$ cat src/htag_pkg.sv
// htag_pkg: shared types, character codes and match tables for the http request field tagger
package htag_pkg;

  localparam int unsigned NUM_METHODS = 7;
  localparam int unsigned PREFIX_LEN  = 4;

  localparam logic [7:0] CH_CR    = 8'h0d;
  localparam logic [7:0] CH_LF    = 8'h0a;
  localparam logic [7:0] CH_TAB   = 8'h09;
  localparam logic [7:0] CH_SPACE = 8'h20;
  localparam logic [7:0] CH_COLON = 8'h3a;
  localparam logic [7:0] CH_LOW_H = 8'h68;
  localparam logic [7:0] CASE_BIT = 8'h20;

  // first character sits in the top byte
  localparam logic [31:0] METHOD_WORDS [NUM_METHODS] = '{
    "GET ", "POST", "PUT ", "HEAD", "DELE", "PATC", "OPTI"
  };
  localparam logic [31:0] HOST_WORD = "host";

  typedef enum logic [1:0] {
    LP_METHOD = 2'd0,
    LP_PATH   = 2'd1,
    LP_REST   = 2'd2,
    LP_DONE   = 2'd3
  } line_phase_t;

  typedef enum logic [1:0] {
    HP_SEARCH = 2'd0,
    HP_BLANKS = 2'd1,
    HP_VALUE  = 2'd2,
    HP_DONE   = 2'd3
  } host_phase_t;

  function automatic logic [7:0] method_char(input logic [2:0] m, input logic [1:0] idx);
    logic [31:0] w;
    w = METHOD_WORDS[m];
    return w[(5'd24 - {idx, 3'b000}) +: 8];
  endfunction

  function automatic logic [7:0] host_char(input logic [1:0] idx);
    return HOST_WORD[(5'd24 - {idx, 3'b000}) +: 8];
  endfunction

endpackage

$ cat src/http_request_field_tagger.sv
// http_request_field_tagger: top level, byte tagging pipeline for method, path and host fields
//
// Takes one payload byte per cycle while in_stall is low and returns it one-for-one, tagged
// as part of the request method, the path or the Host header value. Throughput is one byte
// per cycle while out_stall is low; a byte passes through an input register, the tag logic
// and a result register, and its result is presented on the outputs from that register.
// The verdicts (accepted, path_closed, host_seen) are valid only on the result that
// carries end_mark; that byte also returns the parser to its reset state, so the next
// byte starts a new payload. Tags are raw and should be kept only when accepted is set.
module http_request_field_tagger
  import htag_pkg::*;
(
  input  logic       clk,
  input  logic       rst_n,
  input  logic       in_valid,
  output logic       in_stall,
  input  logic [7:0] in_data_byte,
  input  logic       in_is_last,
  output logic       out_valid,
  input  logic       out_stall,
  output logic [7:0] out_byte_out,
  output logic       out_in_method,
  output logic       out_in_path,
  output logic       out_in_host,
  output logic       out_end_mark,
  output logic       out_accepted,
  output logic       out_path_closed,
  output logic       out_host_seen
);

  // input register
  logic       s1_valid_r;
  logic [7:0] s1_byte_r;
  logic       s1_last_r;

  // result register
  logic       out_valid_r;
  logic [7:0] out_byte_r;
  logic       out_method_r, out_path_r, out_host_r, out_end_r;
  logic       out_acc_r, out_pclosed_r, out_hseen_r;

  // parser state
  logic [2:0]  prefix_cnt_r, prefix_cnt_nxt;
  logic [6:0]  cand_r, cand_nxt;
  line_phase_t line_r, line_nxt;
  logic        method_closed_r, method_closed_nxt;
  logic        second_space_r, second_space_nxt;
  logic [2:0]  host_prog_r, host_prog_nxt;
  host_phase_t host_r, host_nxt;
  logic        host_commit_r, host_commit_nxt;

  logic       adv;
  logic       in_xfer;
  logic       eol, blank;
  logic [7:0] lower;
  logic       t_method, t_path, t_host;
  logic       v_acc, v_pclosed, v_hseen;

  assign adv     = s1_valid_r && (!out_valid_r || !out_stall);
  assign in_stall = s1_valid_r && !adv;
  assign in_xfer = in_valid && !in_stall;

  assign eol   = (s1_byte_r == CH_CR) || (s1_byte_r == CH_LF);
  assign blank = (s1_byte_r == CH_SPACE) || (s1_byte_r == CH_TAB);
  assign lower = s1_byte_r | CASE_BIT;

  always_comb begin
    prefix_cnt_nxt    = prefix_cnt_r;
    cand_nxt          = cand_r;
    line_nxt          = line_r;
    method_closed_nxt = method_closed_r;
    second_space_nxt  = second_space_r;
    host_prog_nxt     = host_prog_r;
    host_nxt          = host_r;
    host_commit_nxt   = host_commit_r;
    t_method          = 1'b0;
    t_path            = 1'b0;
    t_host            = 1'b0;

    // method prefix, one position per byte
    if (!prefix_cnt_r[2]) begin
      for (int m = 0; m < NUM_METHODS; m++) begin
        if (method_char(3'(m), prefix_cnt_r[1:0]) != s1_byte_r) cand_nxt[m] = 1'b0;
      end
      prefix_cnt_nxt = prefix_cnt_r + 3'd1;
    end

    // first line
    unique case (line_r) inside
      LP_METHOD, LP_PATH, LP_REST: begin
        if (eol) begin
          line_nxt = LP_DONE;
        end else if (s1_byte_r == CH_SPACE) begin
          if (line_r == LP_METHOD) begin
            method_closed_nxt = 1'b1;
            line_nxt          = LP_PATH;
          end else if (line_r == LP_PATH) begin
            second_space_nxt = 1'b1;
            line_nxt         = LP_REST;
          end
        end else begin
          t_method = (line_r == LP_METHOD);
          t_path   = (line_r == LP_PATH);
        end
      end
      LP_DONE: ;
      default: ;
    endcase

    // host header search
    unique case (host_r)
      HP_SEARCH: begin
        if (host_prog_r[2]) begin
          if (s1_byte_r == CH_COLON) begin
            host_nxt      = HP_BLANKS;
            host_prog_nxt = 3'd0;
          end else begin
            host_prog_nxt = {2'b00, lower == CH_LOW_H};
          end
        end else if (lower == host_char(host_prog_r[1:0])) begin
          host_prog_nxt = host_prog_r + 3'd1;
        end else begin
          host_prog_nxt = {2'b00, lower == CH_LOW_H};
        end
      end
      HP_BLANKS: begin
        if (eol) begin
          host_nxt      = HP_SEARCH;
          host_prog_nxt = 3'd0;
        end else if (!blank) begin
          host_commit_nxt = 1'b1;
          if (s1_byte_r == CH_COLON) begin
            host_nxt = HP_DONE;
          end else begin
            host_nxt = HP_VALUE;
            t_host   = 1'b1;
          end
        end
      end
      HP_VALUE: begin
        if (eol || s1_byte_r == CH_COLON) host_nxt = HP_DONE;
        else t_host = 1'b1;
      end
      HP_DONE: ;
      default: ;
    endcase

    // verdicts see this byte's updates
    v_acc     = 1'b0;
    v_pclosed = 1'b0;
    v_hseen   = 1'b0;
    if (s1_last_r) begin
      v_acc     = prefix_cnt_nxt[2] && (|cand_nxt) && method_closed_nxt;
      v_pclosed = second_space_nxt;
      v_hseen   = host_commit_nxt;
      prefix_cnt_nxt    = 3'd0;
      cand_nxt          = '1;
      line_nxt          = LP_METHOD;
      method_closed_nxt = 1'b0;
      second_space_nxt  = 1'b0;
      host_prog_nxt     = 3'd0;
      host_nxt          = HP_SEARCH;
      host_commit_nxt   = 1'b0;
    end
  end

  always_ff @(posedge clk) begin
    if (!rst_n) begin
      prefix_cnt_r    <= 3'd0;
      cand_r          <= '1;
      line_r          <= LP_METHOD;
      method_closed_r <= 1'b0;
      second_space_r  <= 1'b0;
      host_prog_r     <= 3'd0;
      host_r          <= HP_SEARCH;
      host_commit_r   <= 1'b0;
    end else if (adv) begin
      prefix_cnt_r    <= prefix_cnt_nxt;
      cand_r          <= cand_nxt;
      line_r          <= line_nxt;
      method_closed_r <= method_closed_nxt;
      second_space_r  <= second_space_nxt;
      host_prog_r     <= host_prog_nxt;
      host_r          <= host_nxt;
      host_commit_r   <= host_commit_nxt;
    end
  end

  always_ff @(posedge clk) begin
    if (!rst_n) begin
      s1_valid_r  <= 1'b0;
      out_valid_r <= 1'b0;
    end else begin
      if (in_xfer) s1_valid_r <= 1'b1;
      else if (adv) s1_valid_r <= 1'b0;
      if (adv) out_valid_r <= 1'b1;
      else if (!out_stall) out_valid_r <= 1'b0;
    end
  end

  always_ff @(posedge clk) begin
    if (in_xfer) begin
      s1_byte_r <= in_data_byte;
      s1_last_r <= in_is_last;
    end
    if (adv) begin
      out_byte_r    <= s1_byte_r;
      out_method_r  <= t_method;
      out_path_r    <= t_path;
      out_host_r    <= t_host;
      out_end_r     <= s1_last_r;
      out_acc_r     <= v_acc;
      out_pclosed_r <= v_pclosed;
      out_hseen_r   <= v_hseen;
    end
  end

  assign out_valid       = out_valid_r;
  assign out_byte_out    = out_byte_r;
  assign out_in_method   = out_method_r;
  assign out_in_path     = out_path_r;
  assign out_in_host     = out_host_r;
  assign out_end_mark    = out_end_r;
  assign out_accepted    = out_acc_r;
  assign out_path_closed = out_pclosed_r;
  assign out_host_seen   = out_hseen_r;

`ifndef SYNTHESIS
  a_verdict_only_at_end: assert property (@(posedge clk) disable iff (!rst_n)
    out_valid && !out_end_mark |-> !out_accepted && !out_path_closed && !out_host_seen)
    else $error("verdict set on a result without end mark");

  a_method_path_exclusive: assert property (@(posedge clk) disable iff (!rst_n)
    out_valid |-> !(out_in_method && out_in_path))
    else $error("byte tagged as both method and path");

  a_restart_after_last: assert property (@(posedge clk) disable iff (!rst_n)
    adv && s1_last_r |=> prefix_cnt_r == 3'd0 && host_r == HP_SEARCH && line_r == LP_METHOD)
    else $error("parser state not cleared after final byte");

  a_stall_needs_item: assert property (@(posedge clk) disable iff (!rst_n)
    in_stall |-> s1_valid_r && out_valid_r)
    else $error("input stalled with room in the pipeline");

  a_host_tag_phase: assert property (@(posedge clk) disable iff (!rst_n)
    adv && t_host |-> host_r == HP_BLANKS || host_r == HP_VALUE)
    else $error("host tag outside host value");
`endif

endmodule
$ cat config.mk
export PLATFORM = sky130hd
export DESIGN_NAME = http_request_field_tagger
export DESIGN_NICKNAME = d
export VERILOG_FILES = /design/src/htag_pkg.sv /design/src/http_request_field_tagger.sv
export SDC_FILE = /design/constraint.sdc
export NUM_CORES = 1
export LEC_CHECK = 0
export BUFFER_PORTS_ARGS = -buffer_cell sky130_fd_sc_hd__clkbuf_2
export CORE_ASPECT_RATIO = 1.2
export CORE_MARGIN = 10
export CORE_UTILIZATION = 54
export CTS_BUF_LIST = sky130_fd_sc_hd__clkbuf_8
export CTS_CLUSTER_DIAMETER = 30
export DETAILED_ROUTE_END_ITERATION = 6
export GPL_TIMING_DRIVEN = 0
export PLACE_DENSITY = 0.84
export SLEW_MARGIN = 20
export SYNTH_ARGS = -nofsm -noshare
export SYNTH_HDL_FRONTEND = slang
export SYNTH_SLANG_ARGS = --single-unit
$ cat constraint.sdc
create_clock -name clk -period 2 [get_ports clk]
set_clock_uncertainty 0.05 [all_clocks]
set_input_delay 0.1 -clock clk [delete_from_list [all_inputs] [get_ports clk]]
set_output_delay 0.1 -clock clk [all_outputs]
set_load 0.1 [all_outputs]
[Yosys cells after proc, flatten, opt, wreduce, memory -nomap -nowiden]
Index checks and enable logic that the tools add are counted.
Storage, ports and cells
  output and inout port bits: 17
  bits in registers: 46
  bits in read-only memories: 0
  memories: 0
  bits of input ports: 13
  bits in latches: 0
  memory bits (writable): 0
Operators by class
  reduce and logical (&&, ||, !) cells: 28
  add/sub/neg operators: 4
  multiply operators: 0
  multiplexer cells: 55
  eq/ne operators: 25
  div/mod/pow operators: 0
  magnitude comparators: 0
  shift-type cells: 8
  bitwise logic cells: 1
Operator list (number)
  $shiftx 32x6->8 const A: 8
  $ne 8x8->1: 7
  $mux 1: 32
  $eq 8x4->1 const B: 3
  $mux 2: 12
  $mux 3: 6
  $eq 8x6->1 const B: 2
  $mux 7: 2
  $ne 3x3->1 const B: 4
  $sub 5x5->5 const A: 2
  $eq 8x8->1: 1
  $reduce_bool 4->1: 2
  $eq 7x6->1 const B: 1
  $reduce_or 7->1: 1
  $add 3x1->3 const B: 2
  $pmux 2 s3: 1
  $pmux 3 s2: 1
  $reduce_and 6->1: 1
  $reduce_bool 3->1: 2
  $reduce_or 3->1: 2
  $logic_and 1x1->1: 5
  $eq 2x1->1 const B: 2
  $eq 2x2->1 const B: 2
  $logic_not 1->1: 4
  11 further kinds: 16

[Depth between registers and ports, before layout]
  depth in word-level cells: 8
  mapped depth: 8

[Worst setup path after synthesis]
OpenSTA, ideal clock, no wires.
  kind: reg-to-reg
  from: register out_valid_r, in the netlist out_valid
  to: register s1_byte_r[0], enable pin
  slack: -651 ps
  arrival: 2259 ps
  setup time: 342 ps
  period minus slack after synthesis: 2651 ps
  stages on the path, launching flop included: 3
  path through: dfxtp_1 and3_1 nor2b_1
Between the ends
  longest elaborated chain between the ends: 7
Ends and longest elaborated chain
  from (decl): RTL line http_request_field_tagger.sv:37  | logic out_valid_r;
  from (signal assigned): RTL line http_request_field_tagger.sv:192  | out_valid_r <= 1'b0;
  from (signal assigned): RTL line http_request_field_tagger.sv:196  | if (adv) out_valid_r <= 1'b1;
  from (signal assigned): RTL line http_request_field_tagger.sv:197  | else if (!out_stall) out_valid_r <= 1'b0;
  $logic_not 1->1: RTL line http_request_field_tagger.sv:59  | assign adv = s1_valid_r && (!out_valid_r || !out_stall);
  $logic_or 1x1->1: RTL line http_request_field_tagger.sv:59
  $logic_and 1x1->1: RTL line http_request_field_tagger.sv:59
  $logic_not 1->1: RTL line http_request_field_tagger.sv:60  | assign in_stall = s1_valid_r && !adv;
  $logic_and 1x1->1: RTL line http_request_field_tagger.sv:60
  net in_stall: RTL line http_request_field_tagger.sv:16  | output logic in_stall,
  $logic_not 1->1: RTL line http_request_field_tagger.sv:61  | assign in_xfer = in_valid && !in_stall;
  $logic_and 1x1->1: RTL line http_request_field_tagger.sv:61
  net in_xfer: RTL line http_request_field_tagger.sv:53  | logic in_xfer;
  to (signal assigned): RTL line http_request_field_tagger.sv:203  | s1_byte_r <= in_data_byte;
  to (decl): RTL line http_request_field_tagger.sv:33  | logic [7:0] s1_byte_r;
The timed path passes the listed nets, and every way through them passes these cells.
A chain may end at the register's enable or synchronous reset.

[Final worst setup path]
  from: register s1_byte_r[2]
  to: register host_prog_r[0]
Between the ends
  longest elaborated chain between the ends: 5
  elaborated cells between the ends (all ways): 13
  classes of those cells: eq/ne (6); mux (5); reduce/logical (2)
Ends and longest elaborated chain
  $eq 8x8->1 (tied with other cells): RTL line http_request_field_tagger.sv:120  | end else if (lower == host_char(host_prog_r[1:0])) begin
  $mux 3 / $mux 1 (equally long branches): RTL line http_request_field_tagger.sv:120, http_request_field_tagger.sv:114
  $mux 3: RTL line http_request_field_tagger.sv:113  | if (host_prog_r[2]) begin
  $pmux 3 s2: RTL line http_request_field_tagger.sv:111  | unique case (host_r)
  $mux 3: RTL line http_request_field_tagger.sv:152  | if (s1_last_r) begin
  to (signal assigned): RTL line http_request_field_tagger.sv:183  | host_prog_r <= host_prog_nxt;
  to (decl): RTL line http_request_field_tagger.sv:48  | logic [2:0] host_prog_r, host_prog_nxt;
Several ways; a longest one is shown, not always the timed one.

==> summary.txt <==
Setup path
  – Crit Path Class: reg -> reg
  – Standard cell with the maximum stage delay on the critical path: edfxtp_1
  – Sort of element at the end of the critical path: register
  – Crit Path Max Fanout: 10
  – Crit-path max cell delay: 0.46 ns
  – CP arrival: 2.20 ns
  – Critical path cell sequence: buf_2 > xor2_1 > or3_1 > nor3_4 > o41ai_1 > o221a_2
  – Worst setup SP type: register
  – Startpoint of the worst register-to-register path: s1_byte_r[2]
  – Worst path required time: 2.14 ns
  – Worst setup path start: s1_byte_r[2]

Logic synthesis
  – Number of synthesized flops with an enable pin: 24
  – Count of warnings emitted by yosys: 0
  – Net count of the mapped netlist: 260
  – Seq/Total Area, Yosys: 47.79%
  – Post-synthesis instance area: 2430 um2
  – Total of flip-flops plus latches after synthesis: 46
  – Number of library cell types mapped by synthesis: 50
  – Yosys top cell area share: 29.66%
  – Flip-flop cell with the highest count after synthesis: edfxtp_1
  – Leading post-synthesis cells by cell area: edfxtp_1 (30%), dfxtp_1 (18%), ha_1 (4.1%)
  – Mean post-synth cell area: 10.17 um2
  – Synth Instances: 239
  – Share of flip-flops with an asynchronous set or reset: 0%
  – Library cell with the largest summed area after synthesis: edfxtp_1

Die
  – Floorplan die area: 7594 um2
  – Die Y-Extent: 93.48 um
  – Number of cell rows: 26
  – Die Wd: 81.24 um
  – Initial Util: 56.59%
  – Top-level I/O count: 30
  – Floorplan core area: 4294 um2

Drt
  – Total wirelength of the detailed-routed design: 5.984 mm
  – Post-route antenna net violation count: 0
  – Number of design rule violations left after detail routing: 0
  – Final routed wire length divided by cell count: 16.95 um
  – DR vias: 2,110
  – Iteration-0 DRC count of the detailed router: 146
  – Ratio of routed vias to standard cells: 5.977
  – First-pass iteration count of the detailed router: 4

Power and ir drop
  – Worst vdd ir: 0.4843 mV
  – Lkg Pwr: 1.174 nW
  – PwrDens: 639.0 nW/um2

Global routing
  – Maximum number of pins on one net before global-route repair: 25
  – Total overflow reported by the global router: 0
  – GRT Overall Usage: 15.93%
  – Global-route wire length before repair: 9.632 mm
  – Vias in the first global route: 2,038
  – Antenna violations before repair: 0

Timing
  – Highest Clock Rate: 485.7 MHz
  – Worst-case setup margin in the final layout: -0.05888 ns
  – Worst slack on hold paths: 0.03037 ns
  – Max_slew headroom: 48.56%
  – Setup repair after global routing missed its margin: true
  – Transition time of the tightest slew-check pin: 0.7700 ns
  – Setup-failing EPs final: 2
  – Post-route fraction of the period consumed by the critical path: 102.9%
  – Final count of pins violating max slew: 0
  – Min Tclk post-route: 2.059 ns
  – Number of failing hold endpoints at the final stage: 0

Cells and area
  – Fill cell total of the finished layout: 314
  – Area overhead of the layout relative to synthesis: 26.00%
  – Antenna diode count: 0
  – Layout cells sized above 1: 27.95%
  – Leading cell types in the layout, fill and taps excluded: clkbuf_2 (30), edfxtp_1 (24), nand2_1 (19), dfxtp_1 (19)
  – Post-route non-filler standard cell count: 353
  – Most frequent standard cell in the layout excluding fill and tap cells: clkbuf_2
  – Net count of the finished layout: 317

Clock tree
  – # H-tree levels: 2
  – Clock tree from TritonCTS: done
  – CTS Root Buffer Type: clkbuf_8
  – Clock Path Buffers: 2
  – Clock latency reported for the late side of the worst-skew pair: 0.30 ns
  – Number of CTS-inserted buffers: 5
  – Number of clock sinks: 46
  – Clock input transition at the sequential cells of the worst setup and hold paths: 0.08 ns

Placed design
  – Placed cell count: 324
  – Final RePlAce weighted congestion: 0.8525
  – Final HPWL from detailed placement: 3.859 mm
  – Buffers added on ports: 29

Worst hold path
  – Hold wc startpoint: out_stall
  – Class of the tightest hold or removal check: in -> reg

Run status
  – Outcome: complete, but fails checks
  – Violated checks: setup timing

Run
  – Maximum capacitance violations: 0
-- worst paths after layout --
kind	endpoint	slack [ns]	cells after the start
worst max-delay path	host_prog_r[0]	-0.06	6
worst min-delay path	out_valid	0.03	3
worst max register to register	host_prog_r[0]	-0.06	6
worst min register to register	cand_r[4]	0.42	2
-- registers in the layout (all words and copies together), names as in the netlist, 2 cells and up --
register	flops
prefix_cnt_r	3
host_r	2
out_byte_out	8
s1_byte_r	8
cand_r	7
host_prog_r	3
line_r	2
-- report_power, final --
group	total [mW]	leakage (nW)	internal, mW	switching, mW
Clock	0.541	0.0467	0.237	0.303
Combinational	0.357	0.719	0.115	0.242
Sequential	1.06	0.407	1.03	0.0273
Total	1.96	1.17	1.38	0.573
-- through the flow --
step	setup slack (ns)	area [um2]	power [mW]	utilization, %	setup TNS [ns]
3_5_place_dp	-0.2381	2651	1.384	61.74	-1.320
2_1_floorplan	0.02650	2436	1.317	-	0
6_report	-0.05888	3062	1.956	71.30	-0.07970
5_1_grt	-0.1370	3062	2.017	71.30	-0.3464
3_3_place_gp	-0.2242	2651	1.378	61.74	-0.9520
4_1_cts	-0.006854	2960	1.940	68.94	-0.006854
-- critical path, delay by kind of cell, from the launching register on --
family                    cells  cell delay (ns)
DFF                           1             0.46
xor gates and xnor gates      1             0.18
and+or+nand+nor               2             0.62
buffers and inverters         1             0.25
AOI/OAI and AO/OA             2             0.39
-- synthesized netlist by cell type, drive strengths merged (3+ instances only) --
library cell	instances
a31oi	3
nor2	12
xor2	3
clkbuf	7
nand3	10
o31ai	6
edfxtp	24
nor3b	3
nand2b	5
o21a	3
nor4b	3
nor4	4
o21ai	7
ha	8
buf	6
nand2	19
a211o	5
and3	3
a21oi	11
dfxtp	22
nor2b	9
xnor2	10
inv	10
mux2i	5
nor3	9
-- cells by family after synthesis --
group	share of synthesized area, %
simple gates	21.22
compound gates	16.27
flops	47.79
buf+inv	3.862
xor+xnor	4.686
fa+ha+maj	4.120
mux	2.060
-- routing by layer --
layer | track usage (%) | share of wire [%]
met5 | 0 | 0
met4 | 8.382 | 3.5
met2 | 27.73 | 52
met3 | 2.969 | 6.7
met1 | 17.81 | 38
-- timing repair --
action,4_1_cts,5_1_grt
resized for setup,11,20
endpoints found under the hold margin,10,0
setup buffers,10,2
endpoints found under the setup margin,15,12
hold buffers,10,0
pin swaps,6,8
-- area by class of cell --
type | instances | area (um2) | area share (%)
Multi-Input combinational cell | 170 | 1301 | 42.50
Tap cell | 56 | 70.07 | 2.289
Buffer | 12 | 60.06 | 1.962
Clock inverter | 3 | 15.01 | 0.4904
Sequential cell | 46 | 1170 | 38.21
Inverter | 10 | 37.54 | 1.226
Clock buffer | 5 | 68.82 | 2.248
Timing Repair Buffer | 51 | 339.1 | 11.07
Power figures use the tool's default switching activity.
